<file path="config.mk">
export PLATFORM = sky130hd
export DESIGN_NAME = bvo_resq
export DESIGN_NICKNAME = d
export VERILOG_FILES = /design/src/rtl/bvo_pkg.sv /design/src/rtl/bvo_resq.sv
export SDC_FILE = /design/constraint.sdc
export NUM_CORES = 1
export LEC_CHECK = 0
export BUFFER_PORTS_ARGS = -buffer_cell sky130_fd_sc_hd__buf_2
export CAP_MARGIN = 20
export CORE_MARGIN = 5
export CORE_UTILIZATION = 47
export DETAILED_ROUTE_END_ITERATION = 12
export HOLD_SLACK_MARGIN = 0.03
export PLACE_DENSITY = 0.73
export SYNTH_ARGS = -nofsm -noshare
export SYNTH_HDL_FRONTEND = slang
export SYNTH_SLANG_ARGS = --single-unit
</file>
<file path="constraint.sdc">
create_clock -name i_clk -period 4.4 [get_ports i_clk]
set_input_delay 0.44 -clock i_clk [delete_from_list [all_inputs] [get_ports i_clk]]
set_output_delay 0.44 -clock i_clk [all_outputs]
set_load 0.1 [all_outputs]
</file>
<file path="src/rtl/bvo_pkg.sv">
`default_nettype none
// ----------------------------------------------------------------------------
// bvo_pkg
// Shared types and constants of the bounding-box tree overlap query block.
// ----------------------------------------------------------------------------
package bvo_pkg;

    localparam int NODE_DEPTH = 1024;
    localparam int ADDR_W     = $clog2(NODE_DEPTH);
    localparam int COORD_BITS = 16;
    localparam int LINK_W     = 16;
    localparam int CNT_W      = 11;
    localparam int IDS_W      = 6;
    localparam int REQ_W      = 2;
    localparam int CFG_IDX_W  = 1;
    // walk index must hold the last node plus the widest escape skip
    localparam int WALK_W     = ((ADDR_W > LINK_W) ? ADDR_W : LINK_W) + 1;
    // coordinate difference, possibly negated
    localparam int DIFF_W     = COORD_BITS + 2;
    localparam int PROD_W     = 2 * DIFF_W;
    localparam int CMDQ_DEPTH = 2;
    localparam int CMDQ_AW    = $clog2(CMDQ_DEPTH);
    localparam int RESQ_DEPTH = 4;
    localparam int RESQ_AW    = $clog2(RESQ_DEPTH);

    typedef enum logic [REQ_W-1:0] {
        REQ_WRITE = 2'd0,
        REQ_RECT  = 2'd1,
        REQ_SEG   = 2'd2,
        REQ_NONE  = 2'd3
    } t_req;

    typedef enum logic [CFG_IDX_W-1:0] {
        CFG_NODE_COUNT = 1'b0,
        CFG_MAX_IDS    = 1'b1
    } t_cfg_idx;

    typedef struct packed {
        t_req                         req;
        logic [ADDR_W-1:0]            addr;
        logic signed [COORD_BITS-1:0] ax;
        logic signed [COORD_BITS-1:0] ay;
        logic signed [COORD_BITS-1:0] bx;
        logic signed [COORD_BITS-1:0] by;
        logic signed [LINK_W-1:0]     link;
    } t_cmd;

    typedef struct packed {
        logic signed [COORD_BITS-1:0] lo_x;
        logic signed [COORD_BITS-1:0] lo_y;
        logic signed [COORD_BITS-1:0] hi_x;
        logic signed [COORD_BITS-1:0] hi_y;
        logic signed [LINK_W-1:0]     link;
    } t_node;

    typedef struct packed {
        logic [ADDR_W-1:0] chunk_index;
        logic              is_summary;
        logic [IDS_W-1:0]  hit_count;
        logic [CNT_W-1:0]  overlap_total;
        logic              last;
    } t_res;

    typedef enum logic [2:0] {
        S_IDLE,
        S_READ,
        S_EVAL,
        S_MUL,
        S_CMP,
        S_EMIT,
        S_SUM
    } t_walk_state;

endpackage
`default_nettype wire

</file>
<file path="src/rtl/bvo_resq.sv">
`default_nettype none
// ----------------------------------------------------------------------------
// bvo_resq
// Result queue between the walk engine and the result port.
// ----------------------------------------------------------------------------
module bvo_resq
    import bvo_pkg::*;
(
    input  wire logic i_clk,
    input  wire logic i_rst_n,
    input  wire logic i_push,
    input  wire t_res i_res,
    output logic      o_full,
    output logic      empty,
    output t_res      o_res,
    input  wire logic pop
);

    t_res               r_q [RESQ_DEPTH];
    logic [RESQ_AW-1:0] r_wp;
    logic [RESQ_AW-1:0] r_rp;
    logic [RESQ_AW:0]   r_cnt;
    logic               w_acc;
    logic               w_pop;

    assign o_full = (r_cnt == (RESQ_AW+1)'(RESQ_DEPTH));
    assign empty  = (r_cnt == '0);
    assign o_res  = r_q[r_rp];
    assign w_acc  = i_push && !o_full;
    assign w_pop  = pop && !empty;

    // store beat
    always_ff @(posedge i_clk) begin
        if (w_acc) begin
            r_q[r_wp] <= i_res;
        end
    end

    // advance pointers
    always_ff @(posedge i_clk) begin
        if (!i_rst_n) begin
            r_wp  <= '0;
            r_rp  <= '0;
            r_cnt <= '0;
        end else begin
            if (w_acc) begin
                r_wp <= r_wp + 1'b1;
            end
            if (w_pop) begin
                r_rp <= r_rp + 1'b1;
            end
            r_cnt <= r_cnt + (RESQ_AW+1)'(w_acc) - (RESQ_AW+1)'(w_pop);
        end
    end

endmodule
`default_nettype wire

</file>
==> results.sh, run 1 <==
export IMPL_avgSynthCellArea_sq_um=23.2
export IMPL_cts_hold_buf=0
export IMPL_drive_gt1_share_pct=44.0
export IMPL_grt_use_total_pct=14.4
export IMPL_required_ns=3.96
export IMPL_tightest_slew_ns=0.817
export IMPL_crit_family="buffers and inverters"
export IMPL_synthMostInstantiatedCell="edfxtp_1"
export IMPL_multiInputGateArea_sq_um=936
export IMPL_detail_route_antenna_nets=0
export IMPL_post_cts_resized=0
export IMPL_grt_pass1_wl_mm=12.5
export IMPL_path_max_fanout=22
export IMPL_drtPass1Iterations=4
export IMPL_finalWirelength_mm=7.86
export IMPL_syn_nets=242
export IMPL_cts_root_buf="clkbuf_8"
export IMPL_clock_sinks=125
export IMPL_grt_pass1_vias=2382
export IMPL_rr_endpoint="r_cnt[2]$_SDFF_PN0_"
export IMPL_rows=36
export IMPL_grt_overflow=0
export IMPL_clock_fmax_mhz=388
export IMPL_clk_path_buf_depth=2
export IMPL_period_share_pct=58.6
export IMPL_final_nets=318
export IMPL_arrival_ns=2.14
export IMPL_path_clk_slew_ns=0.06
export IMPL_start_util_pct=48.1
export IMPL_path_cells="buf_12 -> mux4_2 -> buf_2"
export IMPL_n_antenna_cell=0
export IMPL_syn_inst=202
export IMPL_cts_htree_levels=4
export IMPL_slew_viol_final=0
export IMPL_synthFlopType="edfxtp_1"
export IMPL_path_depth=3
export IMPL_netlist_area_sq_um=4680
export IMPL_finalWeightedCongestion=0.649
export IMPL_drc_errors=0
export IMPL_fill_cells=724
export IMPL_fin_ws_ns=1.82
export IMPL_final_hold_viol_count=0
export IMPL_drt_iter0_drc=117
export IMPL_hp_class="input pin to register"
export IMPL_area_growth_pct=22.4
export IMPL_viasPerCell=5.07
export IMPL_die_y_microns=110
export IMPL_num_io_pins=64
export IMPL_tritoncts="done"
export IMPL_end_kind="primary output"
export IMPL_cp_slowest_cell="mux4_2"
export IMPL_fin_hold_ws_ns=0.159
export IMPL_post_place_ws_ns=1.88
export IMPL_status="complete, no violations"
export IMPL_synth_common_cells="edfxtp_1 (116), mux4_2 (28), dfxtp_1 (9)"
export IMPL_async_reset_ff_share_pct=0
export IMPL_insertion_delay_ns=0.50
export IMPL_ff2ff_path_depth=10
export IMPL_path_buf_inv=2
export IMPL_ys_warnings_count=0
export IMPL_yosys_area_top_type="edfxtp_1"
export IMPL_grt_max_degree=30
export IMPL_drv_cap=0
export IMPL_synth_edf_count=116
export IMPL_dieArea_sq_um=12000
export IMPL_reg2reg_from="r_cnt[2]$_SDFF_PN0_"
export IMPL_synthTopCellsByArea="edfxtp_1 (74%), mux4_2 (13%), dfxtp_1 (3.9%), ha_1 (1.6%), and2_1 (0.94%)"
export IMPL_post_cts_buffers=0
export IMPL_p_leak_nw=1.97
export IMPL_synth_ff_latch_count=125
export IMPL_antenna_found_initial=0
export IMPL_rrSetupSlack_ns=1.97
export IMPL_yosysSeqAreaShare_pct=78.3
export IMPL_fin_crit_ns=2.58
export IMPL_core_sq_um=9730
export IMPL_cp_endpoint="o_res[4]"
export IMPL_dr_total_vias=2148
export IMPL_numCtsBuffers=17
export IMPL_ys_types=23
export IMPL_setup_viol=0
export IMPL_fin_skew_ns=0.00728
export IMPL_worstSetupStartpointType="register"
export IMPL_die_x_microns=110
export IMPL_netlist_area_leader_share_pct=74.5
export IMPL_crit_type="register to primary output"
export IMPL_finalSetupTns_ns=0
export IMPL_crit_path_max_incr_delay_ns=0.54
export IMPL_portBuffers=63
export IMPL_relSlewSlack_pct=45.5
export IMPL_pwr_density_cell_nw_per_um2=757
export IMPL_rsz0062_at_grt="no"
export IMPL_ir_drop_mv=0.374
export IMPL_regArea_sq_um=3660
export IMPL_hpwlAfterDp_mm=4.59
export IMPL_wire_per_inst_microns=18.5
[where the power goes]
part	leakage (nW)	switching, W	internal, W
combinational	0.558	0.00114	0.000318
clock	0.279	0.000467	0.000911
sequential	1.14	0.0000551	0.00145
[worst min-delay path by stage]
stage                          from  cells past startpoint              endpoint  slack [ns]
2_1_floorplan  r_rp[0]$_SDFFE_PN0P_                      2              register        0.46
5_1_grt                   i_res[24]                      1  r_q[0][24]$_DFFE_PP_        0.13
3_3_place_gp   r_rp[0]$_SDFFE_PN0P_                      2  r_rp[0]$_SDFFE_PN0P_        0.47
6_report                  i_res[16]                      1  r_q[0][16]$_DFFE_PP_        0.16
3_5_place_dp   r_rp[0]$_SDFFE_PN0P_                      2  r_rp[0]$_SDFFE_PN0P_        0.49
4_1_cts                    i_res[3]                      1   r_q[3][3]$_DFFE_PP_        0.13
[logic make-up after synthesis]
| group | after synthesis | share of synthesized area [%] |
|---|---|---|
| xor gates and xnor gates | 2 | 0.375 |
| DFF | 125 | 78.3 |
| buffers and inverters | 14 | 1.79 |
| and+or+nand+nor | 19 | 2.54 |
| muxes | 31 | 14.5 |
| AOI/OAI and AO/OA | 4 | 0.481 |
| adders and majority gates | 7 | 2.03 |
[layer usage]
metal / wire length [microns] / track usage (%) / share of wire (%)
met5: 0 / 0 / 0
met4: 40 / 5.08 / 0.51
met3: 524 / 5.93 / 6.7
met2: 3940 / 22.7 / 50
met1: 3350 / 18.1 / 43
[per-stage QoR]
| stage | power (W) | utilization [%] | instances | cell area, sq um |
|---|---|---|---|---|
| after floorplan | 0.00279 | - | 202 | 4680 |
| final | 0.00434 | 58.9 | 424 | 5730 |
| after detailed placement | 0.00299 | 52.5 | 391 | 5110 |
| after global placement | 0.00297 | 52.5 | 391 | 5110 |
| after global routing | 0.00451 | 58.9 | 424 | 5730 |
| after CTS | 0.00438 | 58.7 | 423 | 5710 |
[worst reg2reg max path, cell delays in order, from the launching register on]
cell	delay, ns
dfxtp_1	0.33
nor3b_2	0.17
nor2b_1	0.43
inv_1	0.10
ha_1	0.29
inv_1	0.04
ha_1	0.18
fa_1	0.38
xnor2_1	0.15
xnor2_1	0.12
and2_1	0.15
[registers in the layout (all words and copies together) (netlist names), named ones only]
name   flops
r_cnt      3
r_q      116
r_rp       2
r_wp       2
[placed cells by master, fill, tap and decap left out, drive strengths merged, types with 2 or more instances in the layout]
| master | synthesis | routed |
|---|---|---|
| clkinvlp | 0 | 4 |
| mux2i | 2 | 2 |
| xnor2 | 2 | 2 |
| ha | 6 | 6 |
| mux4 | 29 | 29 |
| bufinv | 0 | 4 |
| clkbuf | 2 | 19 |
| edfxtp | 116 | 116 |
| clkinv | 0 | 5 |
| buf | 6 | 65 |
| inv | 6 | 6 |
| nand2 | 6 | 6 |
| nor2b | 2 | 2 |
| dfxtp | 9 | 9 |
| and2 | 7 | 7 |
| o21ai | 3 | 3 |
[area by class of cell]
type	count	area share (%)
flip-flops and latches	125	64.0
multi-input cells	63	16.3
clock buffers	19	7.36
repair buffers	65	5.99
clock inverters	13	3.02
well taps	133	2.91
inverters	6	0.393
Power figures use the tool's default switching activity.
==> run 2: changes to the inputs <==
Clock period 4.4 ns to 2.4 ns, I/O delays scaled along.
==> run 2 against run 1 <==
Sequential share of layout area fell by 4.4 points. Worst hold slack got worse by 0.084 ns. Highest routed layer unchanged. Non-clock buffer count increased by 36. Global-route usage grew 0.75 points. Register-to-register slack worse by 1.6 ns. Clock-buffer cell count fell by 1.
==> results.sh, run 2 (synthesis results as in run 1) <==
export IMPL_status="complete, no violations"
export IMPL_hp_class="input pin to register"
export IMPL_hold_end="r_wp[0]$_SDFFE_PN0P_"
export IMPL_whs_path_depth=3
export IMPL_start_util_pct=48.1
export IMPL_period_share_pct=94.4
export IMPL_final_nets=354
export IMPL_finalWeightedCongestion=0.765
export IMPL_rr_endpoint="r_cnt[2]$_SDFF_PN0_"
export IMPL_core_sq_um=9730
export IMPL_cts_htree_levels=4
export IMPL_required_ns=2.16
export IMPL_die_y_microns=110
export IMPL_drt_iter0_drc=97
export IMPL_path_clk_slew_ns=0.05
export IMPL_relSlewSlack_pct=66.8
export IMPL_seq_power_share_pct=33.8
export IMPL_num_io_pins=64
export IMPL_path_cells="buf_12 -> mux4_2 -> buf_2"
export IMPL_ir_drop_mv=0.966
export IMPL_end_kind="primary output"
export IMPL_insertion_delay_ns=0.50
export IMPL_comb_power_share_pct=34.3
export IMPL_tritoncts="done"
export IMPL_final_hold_viol_count=0
export IMPL_worstSetupStartpointType="register"
export IMPL_fin_hold_ws_ns=0.0755
export IMPL_drtPass1Iterations=5
export IMPL_die_x_microns=110
export IMPL_area_growth_pct=31.8
export IMPL_tightest_slew_ns=0.501
export IMPL_p_leak_nw=2.17
export IMPL_post_place_ws_ns=0.358
export IMPL_finalNonFillerCells=460
export IMPL_grt_overflow=0
export IMPL_cp_slowest_cell="mux4_2"
export IMPL_grt_use_total_pct=15.1
export IMPL_rrSetupSlack_ns=0.36
export IMPL_pwr_density_cell_nw_per_um2=1330
export IMPL_clk_path_buf_depth=2
export IMPL_regMostFlops="r_q"
export IMPL_arrival_ns=2.03
export IMPL_grt_max_degree=30
export IMPL_numCtsBuffers=17
export IMPL_largest_reg_flops=116
export IMPL_rsz0062_at_grt="no"
export IMPL_n_antenna_cell=0
export IMPL_clock_fmax_mhz=441
export IMPL_utilization_pct=63.4
export IMPL_slew_viol_final=0
export IMPL_grt_pass1_wl_mm=13.0
export IMPL_wire_per_inst_microns=18.2
export IMPL_final_common_cell="edfxtp_1"
export IMPL_ff2ff_path_depth=9
export IMPL_detail_route_antenna_nets=0
export IMPL_sw_frac_of_total_pct=37.6
export IMPL_drv_cap=0
export IMPL_dieArea_sq_um=12000
export IMPL_p_clk_share_pct=31.9
export IMPL_drc_errors=0
export IMPL_path_max_fanout=14
export IMPL_setup_viol=0
export IMPL_worstHoldStart="i_rst_n"
export IMPL_grt_pass1_vias=2472
export IMPL_finalWirelength_mm=8.37
export IMPL_p_switching_w=0.00309
export IMPL_fin_crit_ns=2.27
export IMPL_fin_skew_ns=0.00947
export IMPL_clock_sinks=125
export IMPL_rows=36
export IMPL_drive_gt1_share_pct=42.5
export IMPL_reg_top3="r_q (116), r_cnt (3)"
export IMPL_fin_ws_ns=0.134
export IMPL_internal_power_w=0.00512
export IMPL_hpwlAfterDp_mm=5.20
export IMPL_cts_root_buf="clkbuf_8"
export IMPL_antenna_found_initial=0
export IMPL_post_place_cells=399
export IMPL_dr_total_vias=2272
export IMPL_portBuffers=63
export IMPL_reg2reg_from="r_cnt[2]$_SDFF_PN0_"
export IMPL_crit_type="register to primary output"
export IMPL_final_cell_mix="edfxtp_1 (116), buf_2 (63), dlygate4sd3_1 (29)"
export IMPL_fill_cells=698
export IMPL_crit_path_max_incr_delay_ns=0.53
export IMPL_viasPerCell=4.94
export IMPL_post_cts_buffers=0
run 2: cell types whose count changed in the layout (fill, tap and decap cells not counted), moves of 2 or more:
cell | before | now
clkinvlp_4 | 4 | 0
dfxtp_1 | 8 | 5
dlygate4sd3_1 | 0 | 29
buf_4 | 1 | 4
dfxtp_2 | 1 | 3
buf_12 | 1 | 5
clkinv_1 | 2 | 4
run 2: power groups by stage:
stage | logic [W] | registers, W | clock network [W]
final | 0.00282 | 0.00277 | 0.00262
after global routing | 0.00293 | 0.00279 | 0.00278
after CTS | 0.00285 | 0.00278 | 0.00267
after detailed placement | 0.00281 | 0.00282 | 0
after global placement | 0.00279 | 0.00280 | 0
after floorplan | 0.00238 | 0.00276 | 0
run 2: layer usage:
layer / vias to the layer above / part of all wire (%) / global-route usage (%)
met5: - / 0 / 0
met4: 0 / 0.55 / 5.16
met3: 4 / 4.6 / 5.46
met2: 54 / 51 / 25.2
met1: 1158 / 44 / 18.4
li1: 1056 / - / -
run 2: worst max-delay path, delay by kind of cell, from the launching register on:
family,cells,cell delay (ns)
flip-flops,1,0.47
buffers and inverters,2,0.51
multiplexers,1,0.53
run 2: how the worst max path moves through the flow:
stage / startpoint / endpoint / slack (ns) / cells after the start
floorplan: r_cnt[2]$_SDFF_PN0_ / r_cnt[2]$_SDFF_PN0_ / -0.29 / 9
global placement: r_cnt[1]$_SDFF_PN0_ / r_cnt[2]$_SDFF_PN0_ / 0.42 / 10
detailed placement: r_cnt[1]$_SDFF_PN0_ / r_cnt[2]$_SDFF_PN0_ / 0.36 / 10
CTS: register / o_res[3] / 0.08 / 3
global route: register / o_res[19] / 0.05 / 3
finish: register / o_res[20] / 0.13 / 3
run 2: what timing repair did:
| action | in CTS | in global routing |
|---|---|---|
| endpoints found under the setup margin | 8 | 0 |
| gates resized for setup | 1 | 0 |
| endpoints found under the hold margin | 116 | 0 |
| hold buffers | 29 | 0 |
run 2: final cells by class:
type | count | area, sq um | share of cell area [%]
inverters | 6 | 22.5 | 0.365
multi-input cells | 63 | 953 | 15.5
well taps | 133 | 166 | 2.70
clock buffers | 18 | 418 | 6.78
clock inverters | 14 | 198 | 3.21
repair buffers | 101 | 736 | 11.9
flip-flops and latches | 125 | 3670 | 59.5
run 2: per-stage QoR:
step / power, W / cell area [sq um] / setup TNS, ns
after floorplan: 0.00514 / 4700 / -0.523
after global placement: 0.00558 / 5260 / 0
after detailed placement: 0.00563 / 5260 / 0
after CTS: 0.00830 / 6160 / 0
after global routing: 0.00851 / 6160 / 0
final: 0.00821 / 6160 / 0
