--- config.mk ---
export PLATFORM = sky130hd
export DESIGN_NAME = bvo_front
export DESIGN_NICKNAME = d
export VERILOG_FILES = /design/src/rtl/bvo_pkg.sv /design/src/rtl/bvo_front.sv
export SDC_FILE = /design/constraint.sdc
export NUM_CORES = 1
export LEC_CHECK = 0
export BUFFER_PORTS_ARGS = -buffer_cell sky130_fd_sc_hd__buf_4
export CAP_MARGIN = 20
export CORE_MARGIN = 3
export CORE_UTILIZATION = 35
export DETAILED_ROUTE_END_ITERATION = 10
export PLACE_DENSITY = 0.56
export SLEW_MARGIN = 25
export SYNTH_ARGS = -nofsm -noshare
export SYNTH_HDL_FRONTEND = slang
export SYNTH_SLANG_ARGS = --single-unit
--- constraint.sdc ---
create_clock -name i_clk -period 10.45 [get_ports i_clk]
set_input_delay 2.6125 -clock i_clk [delete_from_list [all_inputs] [get_ports i_clk]]
set_output_delay 2.6125 -clock i_clk [all_outputs]
set_load 0.03 [all_outputs]
--- src/rtl/bvo_pkg.sv ---
`default_nettype none
// ----------------------------------------------------------------------------
// bvo_pkg
// Shared types and constants of the bounding-box tree overlap query block.
// ----------------------------------------------------------------------------
package bvo_pkg;

    localparam int NODE_DEPTH = 1024;
    localparam int ADDR_W     = $clog2(NODE_DEPTH);
    localparam int COORD_BITS = 16;
    localparam int LINK_W     = 16;
    localparam int CNT_W      = 11;
    localparam int IDS_W      = 6;
    localparam int REQ_W      = 2;
    localparam int CFG_IDX_W  = 1;
    // walk index must hold the last node plus the widest escape skip
    localparam int WALK_W     = ((ADDR_W > LINK_W) ? ADDR_W : LINK_W) + 1;
    // coordinate difference, possibly negated
    localparam int DIFF_W     = COORD_BITS + 2;
    localparam int PROD_W     = 2 * DIFF_W;
    localparam int CMDQ_DEPTH = 2;
    localparam int CMDQ_AW    = $clog2(CMDQ_DEPTH);
    localparam int RESQ_DEPTH = 4;
    localparam int RESQ_AW    = $clog2(RESQ_DEPTH);

    typedef enum logic [REQ_W-1:0] {
        REQ_WRITE = 2'd0,
        REQ_RECT  = 2'd1,
        REQ_SEG   = 2'd2,
        REQ_NONE  = 2'd3
    } t_req;

    typedef enum logic [CFG_IDX_W-1:0] {
        CFG_NODE_COUNT = 1'b0,
        CFG_MAX_IDS    = 1'b1
    } t_cfg_idx;

    typedef struct packed {
        t_req                         req;
        logic [ADDR_W-1:0]            addr;
        logic signed [COORD_BITS-1:0] ax;
        logic signed [COORD_BITS-1:0] ay;
        logic signed [COORD_BITS-1:0] bx;
        logic signed [COORD_BITS-1:0] by;
        logic signed [LINK_W-1:0]     link;
    } t_cmd;

    typedef struct packed {
        logic signed [COORD_BITS-1:0] lo_x;
        logic signed [COORD_BITS-1:0] lo_y;
        logic signed [COORD_BITS-1:0] hi_x;
        logic signed [COORD_BITS-1:0] hi_y;
        logic signed [LINK_W-1:0]     link;
    } t_node;

    typedef struct packed {
        logic [ADDR_W-1:0] chunk_index;
        logic              is_summary;
        logic [IDS_W-1:0]  hit_count;
        logic [CNT_W-1:0]  overlap_total;
        logic              last;
    } t_res;

    typedef enum logic [2:0] {
        S_IDLE,
        S_READ,
        S_EVAL,
        S_MUL,
        S_CMP,
        S_EMIT,
        S_SUM
    } t_walk_state;

endpackage
`default_nettype wire

--- src/rtl/bvo_front.sv ---
`default_nettype none
// ----------------------------------------------------------------------------
// bvo_front
// Accepts request beats, drops unknown request codes and queues the rest
// for the walk engine.
// ----------------------------------------------------------------------------
module bvo_front
    import bvo_pkg::*;
(
    input  wire logic i_clk,
    input  wire logic i_rst_n,
    input  wire logic push,
    output logic      full,
    input  wire t_cmd i_cmd,
    output logic      o_cmd_valid,
    output t_cmd      o_cmd,
    input  wire logic i_cmd_pop
);

    t_cmd               r_q [CMDQ_DEPTH];
    logic [CMDQ_AW-1:0] r_wp;
    logic [CMDQ_AW-1:0] r_rp;
    logic [CMDQ_AW:0]   r_cnt;
    logic               w_acc;
    logic               w_keep;
    logic               w_pop;

    // classify: only writes and the two query kinds go on
    assign w_keep      = (i_cmd.req != REQ_NONE);
    assign full        = (r_cnt == (CMDQ_AW+1)'(CMDQ_DEPTH));
    assign w_acc       = push && !full && w_keep;
    assign o_cmd_valid = (r_cnt != '0);
    assign o_cmd       = r_q[r_rp];
    assign w_pop       = i_cmd_pop && o_cmd_valid;

    // store beat
    always_ff @(posedge i_clk) begin
        if (w_acc) begin
            r_q[r_wp] <= i_cmd;
        end
    end

    // advance pointers
    always_ff @(posedge i_clk) begin
        if (!i_rst_n) begin
            r_wp  <= '0;
            r_rp  <= '0;
            r_cnt <= '0;
        end else begin
            if (w_acc) begin
                r_wp <= r_wp + 1'b1;
            end
            if (w_pop) begin
                r_rp <= r_rp + 1'b1;
            end
            r_cnt <= r_cnt + (CMDQ_AW+1)'(w_acc) - (CMDQ_AW+1)'(w_pop);
        end
    end

endmodule
`default_nettype wire

==> summary.txt, run 1 <==
status -> completed
layout cells sized above 1 -> 0.602
commonest non-fill, non-tap cell in the layout -> buf_4
Hold Crit Class -> reg2reg
CTS tree -> done
placed insts -> 766
Via-to-Cell Ratio -> 4.34
input/output buffers -> 189
Post-CTS Setup Bufs -> 0
Slowest cell on crit path -> dfxtp_4
Post-synth top flop -> edfxtp_1
slew of the pin with the lowest slew margin -> 0.904 ns
grt ovf -> 0
Critical path buffers and inverters -> 2
Largest stage delay, worst path -> 0.88 ns
P_int -> 1.62 mW
# nets final -> 613
CTS H-tree lvls -> 4
post-cts gate resize count -> 0
synth unique cells -> 19
Core Util, Final -> 0.467
setup TNS -> 0 ns
synthesized area -> 0.00729 mm2
fin crit period -> 5.37 ns
routability cong. -> 0.667
crit-path cells -> buf_4 > mux2_4 > buf_4
share of flip-flops with an asynchronous set or reset -> 0
vias in the first global route -> 3696
Num CTS Buffers -> 17
combinational power share -> 0.318
top-area cell type share of the netlist area -> 0.758
cell count after synthesis -> 312
initial antenna violation count -> 0
GR Util All Layers -> 0.119
final antenna-violating net count -> 0
Critical Path AT -> 2.76 ns
Yosys top cell by area -> edfxtp_1
Net Count, Synth -> 410
CP required -> 7.84 ns
CP delay by family, top -> buffers and inverters
Finished Layout Cells -> 798
leakage power total -> 3.65 nW
first-pass GRT wire length -> 20.0 mm
initial core utilization -> 0.358
fin crit share -> 0.514
Root Buffer -> clkbuf_16
Via Count -> 3464
most frequent cells in the layout -> 193 x buf_4, 184 x edfxtp_1, 80 x mux2_4
Starting DRT DRC Count -> 131
Warnings, synthesis -> 0
register area share after synthesis -> 0.771
crit-path max FO -> 48
worst-skew pair later-pin latency -> 0.41 ns
crit end category -> output port
kind of critical path -> reg2out
worst clock skew -> 0.00885 ns
largest net degree at the start of global routing -> 58
Tot Pwr -> 2.33 mW
Worst-path clk slew -> 0.07 ns
Mean Syn Cell Area -> 23.4 um2
Switch Pwr -> 0.710 mW
Die Ht -> 150 um
DRC viols -> 0
worst rel slew slack -> 0.397
Slew Viols, Final -> 0
maximum clock path buffer count -> 2
clock group share of total power -> 0.260
MaxCap Viol Count -> 0
Worst Setup Slack post-DPL -> 5.48 ns
RSZ-0062 raised after global routing -> no
PD cells -> 245 mW/mm2
Area Growth Syn to Fin -> 30.4%
Clock Sinks -> 189
most used cell, CP -> buf_4
Finish-stage setup viols -> 0
FP Rows -> 52
Setup crit start kind -> flop
register share of total power -> 0.421
drt first pass iters -> 4
Synth Register Bits -> 189
switching share of power -> 0.304
DR WL/cell -> 17.2 um
max frequency -> 186 MHz
diode count -> 0
die width -> 150 um
die area -> 0.0226 mm2
final wirelength -> 13.7 mm
Ports -> 190
Post-CTS Hold Fix Bufs -> 0
Post-synth EDFFs -> 184
VDD IR max -> 0.121 mV
DP Wirelength -> 9.21 mm
Worst Slack Setup Final -> 5.08 ns
Core ar. -> 0.0204 mm2
Hold Fails Final Rpt -> 0
top cells by area, synth -> edfxtp_1 76%, mux2_4 16%, buf_12 2.2%
routing by layer:
metal  vias to the layer above  global-route usage  share of wire
met5                         -                   0              0
met1                      1693               0.142           0.39
met2                       125               0.192           0.50
li1                       1636                   -              -
met3                        10              0.0554          0.093
met4                         0              0.0375         0.0099
cells by family after synthesis:
| logic type | count (synthesis) | synth area share |
|---|---|---|
| xor gates and xnor gates | 3 | 0.00360 |
| buffers and inverters | 12 | 0.0252 |
| adders and majority gates | 2 | 0.00343 |
| muxes | 93 | 0.185 |
| AOI/OAI and AO/OA | 1 | 0.00103 |
| and+or+nand+nor | 12 | 0.0108 |
| DFF | 189 | 0.771 |
state kept, by name (all words and copies together), names as in the netlist, named ones only:
signal / cells
r_rp: 1
r_wp: 1
r_q: 184
r_cnt: 2
through the flow:
stage / hold slack (ns) / cell area, um2
5_1_grt: 0.551 / 9510
6_report: 0.518 / 9510
2_1_floorplan: 0.451 / 7290
3_3_place_gp: 0.503 / 8920
3_5_place_dp: 0.511 / 8950
4_1_cts: 0.522 / 9510
synthesized netlist by cell type (2+ instances only):
cell type,n
mux2_4,80
xnor2_1,3
nor2_1,2
nand2_1,3
nor2b_1,2
mux2_2,12
ha_1,2
dfxtp_1,5
and2_1,2
inv_1,2
edfxtp_1,184
buf_12,8
power by group through the flow:
stage	sequential [mW]	clock, mW	combinational, mW
floorplan	0.975	0	0.567
global placement	0.997	0	0.747
detailed placement	1.00	0	0.756
CTS	0.985	0.629	0.758
global route	0.992	0.656	0.785
finish	0.983	0.608	0.742
worst register-to-register path, stage by stage (launching register included):
cell	delay (ns)
dfxtp_1	0.34
nor2b_2	0.17
nand3b_4	0.21
nor2_4	0.43
buf_16	0.24
buf_4	0.64
worst paths after layout:
path	startpoint	endpoint	slack [ns]	depth (start not counted)
max reg2reg	r_cnt[1]$_SDFF_PN0_	r_q[0][87]$_DFFE_PP_	7.97	5
min reg2reg	r_wp$_SDFFE_PN0P_	r_wp$_SDFFE_PN0P_	0.52	2
max	flop	o_cmd[55]	5.08	3
min	r_wp$_SDFFE_PN0P_	r_wp$_SDFFE_PN0P_	0.52	2
final cells by class:
class | instances | area, um2
Clock buffer | 20 | 437
Clock inverter | 12 | 123
Fill cell | 1779 | 10900
Inverter | 2 | 7.51
Multi-Input combinational cell | 111 | 1500
Sequential cell | 189 | 5630
Tap cell | 270 | 338
Timing Repair Buffer | 194 | 1480
Power figures use the tool's default switching activity.
==> run 2: changes to the inputs <==
PLACE_DENSITY = 0.58   (was 0.56)
clock period = 4.5 ns   (was 10.45 ns; I/O delays follow)
==> summary.txt, run 2 (synthesis gave the netlist of run 1 again) <==
Reg2Reg Launch Point -> r_cnt[1]$_SDFF_PN0_
Via-to-Cell Ratio -> 4.38
Worst Hold Depth -> 2
Hold Fails Final Rpt -> 0
DP Wirelength -> 9.00 mm
crit-path max FO -> 30
Num CTS Buffers -> 17
commonest non-fill, non-tap cell in the layout -> buf_4
slew of the pin with the lowest slew margin -> 0.749 ns
Finished Layout Cells -> 799
Post-CTS Setup Bufs -> 0
FF-to-FF End -> r_q[1][38]$_DFFE_PP_
most frequent cells in the layout -> 194 x buf_4, 184 x edfxtp_1, 80 x mux2_4
Slew Viols, Final -> 0
FP Rows -> 52
hold endpoint -> r_wp$_SDFFE_PN0P_
FF-to-FF path depth -> 4
routability cong. -> 0.699
post-cts gate resize count -> 0
Worst-path clk slew -> 0.07 ns
RSZ-0062 raised after global routing -> no
Setup crit start kind -> flop
MaxCap Viol Count -> 0
leakage power total -> 3.68 nW
first-pass GRT wire length -> 20.1 mm
CTS H-tree lvls -> 4
placed insts -> 767
Critical Path AT -> 2.11 ns
Via Count -> 3503
worst clock skew -> 0.00669 ns
Starting DRT DRC Count -> 269
Worst Slack Setup Final -> 1.27 ns
Core ar. -> 0.0204 mm2
R2R Setup Slk -> 2.65 ns
status -> completed
max reg flops -> 184
die width -> 150 um
Worst Setup Slack post-DPL -> 1.65 ns
maximum clock path buffer count -> 2
CTS tree -> done
drt first pass iters -> 4
Area Growth Syn to Fin -> 31.1%
grt ovf -> 0
input/output buffers -> 189
initial antenna violation count -> 0
DRC viols -> 0
hold_sp -> r_wp$_SDFFE_PN0P_
largest net degree at the start of global routing -> 54
diode count -> 0
vias in the first global route -> 3827
die area -> 0.0226 mm2
setup TNS -> 0 ns
Ports -> 190
Tot Pwr -> 5.53 mW
Root Buffer -> clkbuf_16
Finish-stage setup viols -> 0
Post-CTS Hold Fix Bufs -> 0
Hold Crit Class -> reg2reg
final antenna-violating net count -> 0
largest registers -> r_q x184, r_cnt x2
final wirelength -> 13.4 mm
final non-filler cell area -> 0.00956 mm2
CP required -> 3.38 ns
initial core utilization -> 0.358
Die Ht -> 150 um
fin crit period -> 3.23 ns
kind of critical path -> reg2out
VDD IR max -> 0.275 mV
layout cells sized above 1 -> 0.611
crit end category -> output port
worst-skew pair later-pin latency -> 0.41 ns
GR Util All Layers -> 0.118
DR WL/cell -> 16.8 um
# nets final -> 614
worst rel slew slack -> 0.501
# fillers -> 1723
Area after DPL -> 0.00895 mm2
max frequency -> 310 MHz
Clock Sinks -> 189
largest reg by FF count -> r_q
PD cells -> 579 mW/mm2
fin crit share -> 0.718
==> run 2: worst max path at each step <==
stage               startpoint                   to  slack (ns)  cells after the start
floorplan            i_cmd[90]  r_q[0][0]$_DFFE_PP_       -1.20                      3
global placement          flop            o_cmd[55]        1.70                      3
detailed placement        flop            o_cmd[55]        1.65                      3
CTS                       flop            o_cmd[55]        1.18                      3
global route              flop            o_cmd[55]        1.13                      3
finish                    flop            o_cmd[55]        1.27                      3
==> run 2: per-stage QoR <==
| step | hold slack, ns | utilization |
|---|---|---|
| after floorplan | 0.451 | - |
| after global placement | 0.495 | 0.439 |
| after detailed placement | 0.514 | 0.439 |
| after CTS | 0.524 | 0.469 |
| after global routing | 0.582 | 0.469 |
| final | 0.523 | 0.469 |
==> run 2: critical path, stage by stage, from the launching register on <==
cell and delay [ns]:
dfxtp_4 0.68, buf_4 0.48, mux2_4 0.34, buf_4 0.17
==> run 2: cell type report <==
cell class | instances | area [um2] | area share
inverter | 2 | 7.51 | 0.000785
tap | 270 | 338 | 0.0353
timing repair buffer | 195 | 1480 | 0.154
sequential | 189 | 5630 | 0.589
clock inverter | 15 | 185 | 0.0194
clock buffer | 17 | 425 | 0.0445
multi-input combinational | 111 | 1500 | 0.157
==> run 2: where the power goes <==
group | total, mW | switching, mW | internal [mW]
clock network | 1.54 | 0.653 | 0.887
logic | 1.73 | 0.949 | 0.786
registers | 2.26 | 0.0943 | 2.16
total | 5.53 | 1.70 | 3.83
==> run 2: layer usage <==
layer,routed length [um],GRT usage,vias to the layer above
met5,0,0,-
met4,115,0.0316,0
met3,1130,0.0542,7
met2,6810,0.197,113
met1,5350,0.138,1745
li1,-,-,1638
==> run 3: changes to the inputs <==
clock period = 2.78 ns   (was 4.5 ns; I/O delays follow)
==> summary.txt, run 3 (synthesis gave the netlist of run 1 again) <==
Core ar. -> 0.0204 mm2
Core Util, Final -> 0.469
fin crit period -> 2.46 ns
Post-CTS Hold Fix Bufs -> 0
CTS H-tree lvls -> 4
Finish-stage setup viols -> 0
setup TNS -> 0 ns
Worst Setup Slack post-DPL -> 0.690 ns
Min Hold Slack -> 0.463 ns
worst-skew pair later-pin latency -> 0.41 ns
initial core utilization -> 0.358
maximum clock path buffer count -> 2
placed insts -> 767
Area after DPL -> 0.00899 mm2
Setup crit start kind -> flop
max frequency -> 406 MHz
commonest non-fill, non-tap cell in the layout -> buf_4
vias in the first global route -> 3721
Hold Fails Final Rpt -> 0
Slowest cell on crit path -> dfxtp_4
largest reg by FF count -> r_q
Slew Viols, Final -> 0
Ports -> 190
kind of critical path -> reg2out
largest net degree at the start of global routing -> 62
worst rel slew slack -> 0.647
slew of the pin with the lowest slew margin -> 0.529 ns
MaxCap Viol Count -> 0
Largest stage delay, worst path -> 0.45 ns
GR Util All Layers -> 0.116
CP required -> 2.09 ns
Hold Crit Class -> in2reg
Post-CTS Setup Bufs -> 0
DR WL/cell -> 16.5 um
DP Wirelength -> 8.77 mm
PD cells -> 923 mW/mm2
status -> completed
max reg flops -> 184
crit end category -> output port
RSZ-0062 raised after global routing -> no
largest registers -> r_q x184, r_cnt x2
leakage power total -> 3.66 nW
FP Rows -> 52
diode count -> 0
Area Growth Syn to Fin -> 31.1%
Finished Layout Cells -> 798
Die Ht -> 150 um
# nets final -> 614
crit-path max FO -> 44
die width -> 150 um
final wirelength -> 13.2 mm
Tot Pwr -> 8.82 mW
initial antenna violation count -> 0
most frequent cells in the layout -> 191 x buf_4, 184 x edfxtp_1, 80 x mux2_4
Worst Hold Depth -> 1
Worst Slack Setup Final -> 0.318 ns
die area -> 0.0226 mm2
grt ovf -> 0
Worst-path clk slew -> 0.07 ns
worst clock skew -> 0.00983 ns
Via-to-Cell Ratio -> 4.37
Starting DRT DRC Count -> 150
Via Count -> 3489
input/output buffers -> 189
Num CTS Buffers -> 17
FF-to-FF path depth -> 8
CTS tree -> done
DRC viols -> 0
fin crit share -> 0.886
first-pass GRT wire length -> 19.8 mm
Root Buffer -> clkbuf_16
post-cts gate resize count -> 0
layout cells sized above 1 -> 0.608
Clock Sinks -> 189
routability cong. -> 0.702
crit-path cells -> buf_12 > mux2_4 > buf_4
final non-filler cell area -> 0.00956 mm2
Critical Path AT -> 1.77 ns
final antenna-violating net count -> 0
drt first pass iters -> 4
VDD IR max -> 0.459 mV
[run 3: layout make-up]
cell class / instances / area [um2]
multi-input cells: 111 / 1500
flip-flops and latches: 189 / 5630
well taps: 270 / 338
clock inverters: 13 / 141
inverters: 2 / 7.51
repair buffers: 195 / 1510
clock buffers: 18 / 429
fillers: 1744 / 10800
[run 3: power breakdown]
group          total [mW]  internal [mW]  switching (mW)
Sequential           3.60           3.50           0.101
Combinational        2.89           1.30            1.59
Clock                2.34           1.33            1.01
[run 3: final timing paths]
path | startpoint | to | slack, ns
setup / recovery | flop | o_cmd[71] | 0.32
hold / removal | i_cmd[62] | r_q[1][62]$_DFFE_PP_ | 0.46
setup reg to reg | r_cnt[1]$_SDFF_PN0_ | r_cnt[1]$_SDFF_PN0_ | 1.04
hold reg to reg | r_wp$_SDFFE_PN0P_ | r_wp$_SDFFE_PN0P_ | 0.52
[run 3: per-layer routing]
metal	share of wire	track usage	wire length, um	up-vias
met5	0	0	0	-
met4	0.012	0.0334	159	0
met3	0.089	0.0479	1170	8
met2	0.49	0.189	6510	128
met1	0.40	0.143	5320	1722
li1	-	-	-	1631
[run 3: critical path, delay by kind of cell, from the launching register on]
family   cells  cell delay [ns]
buf+inv      2             0.49
flops        1             0.45
mux          1             0.35
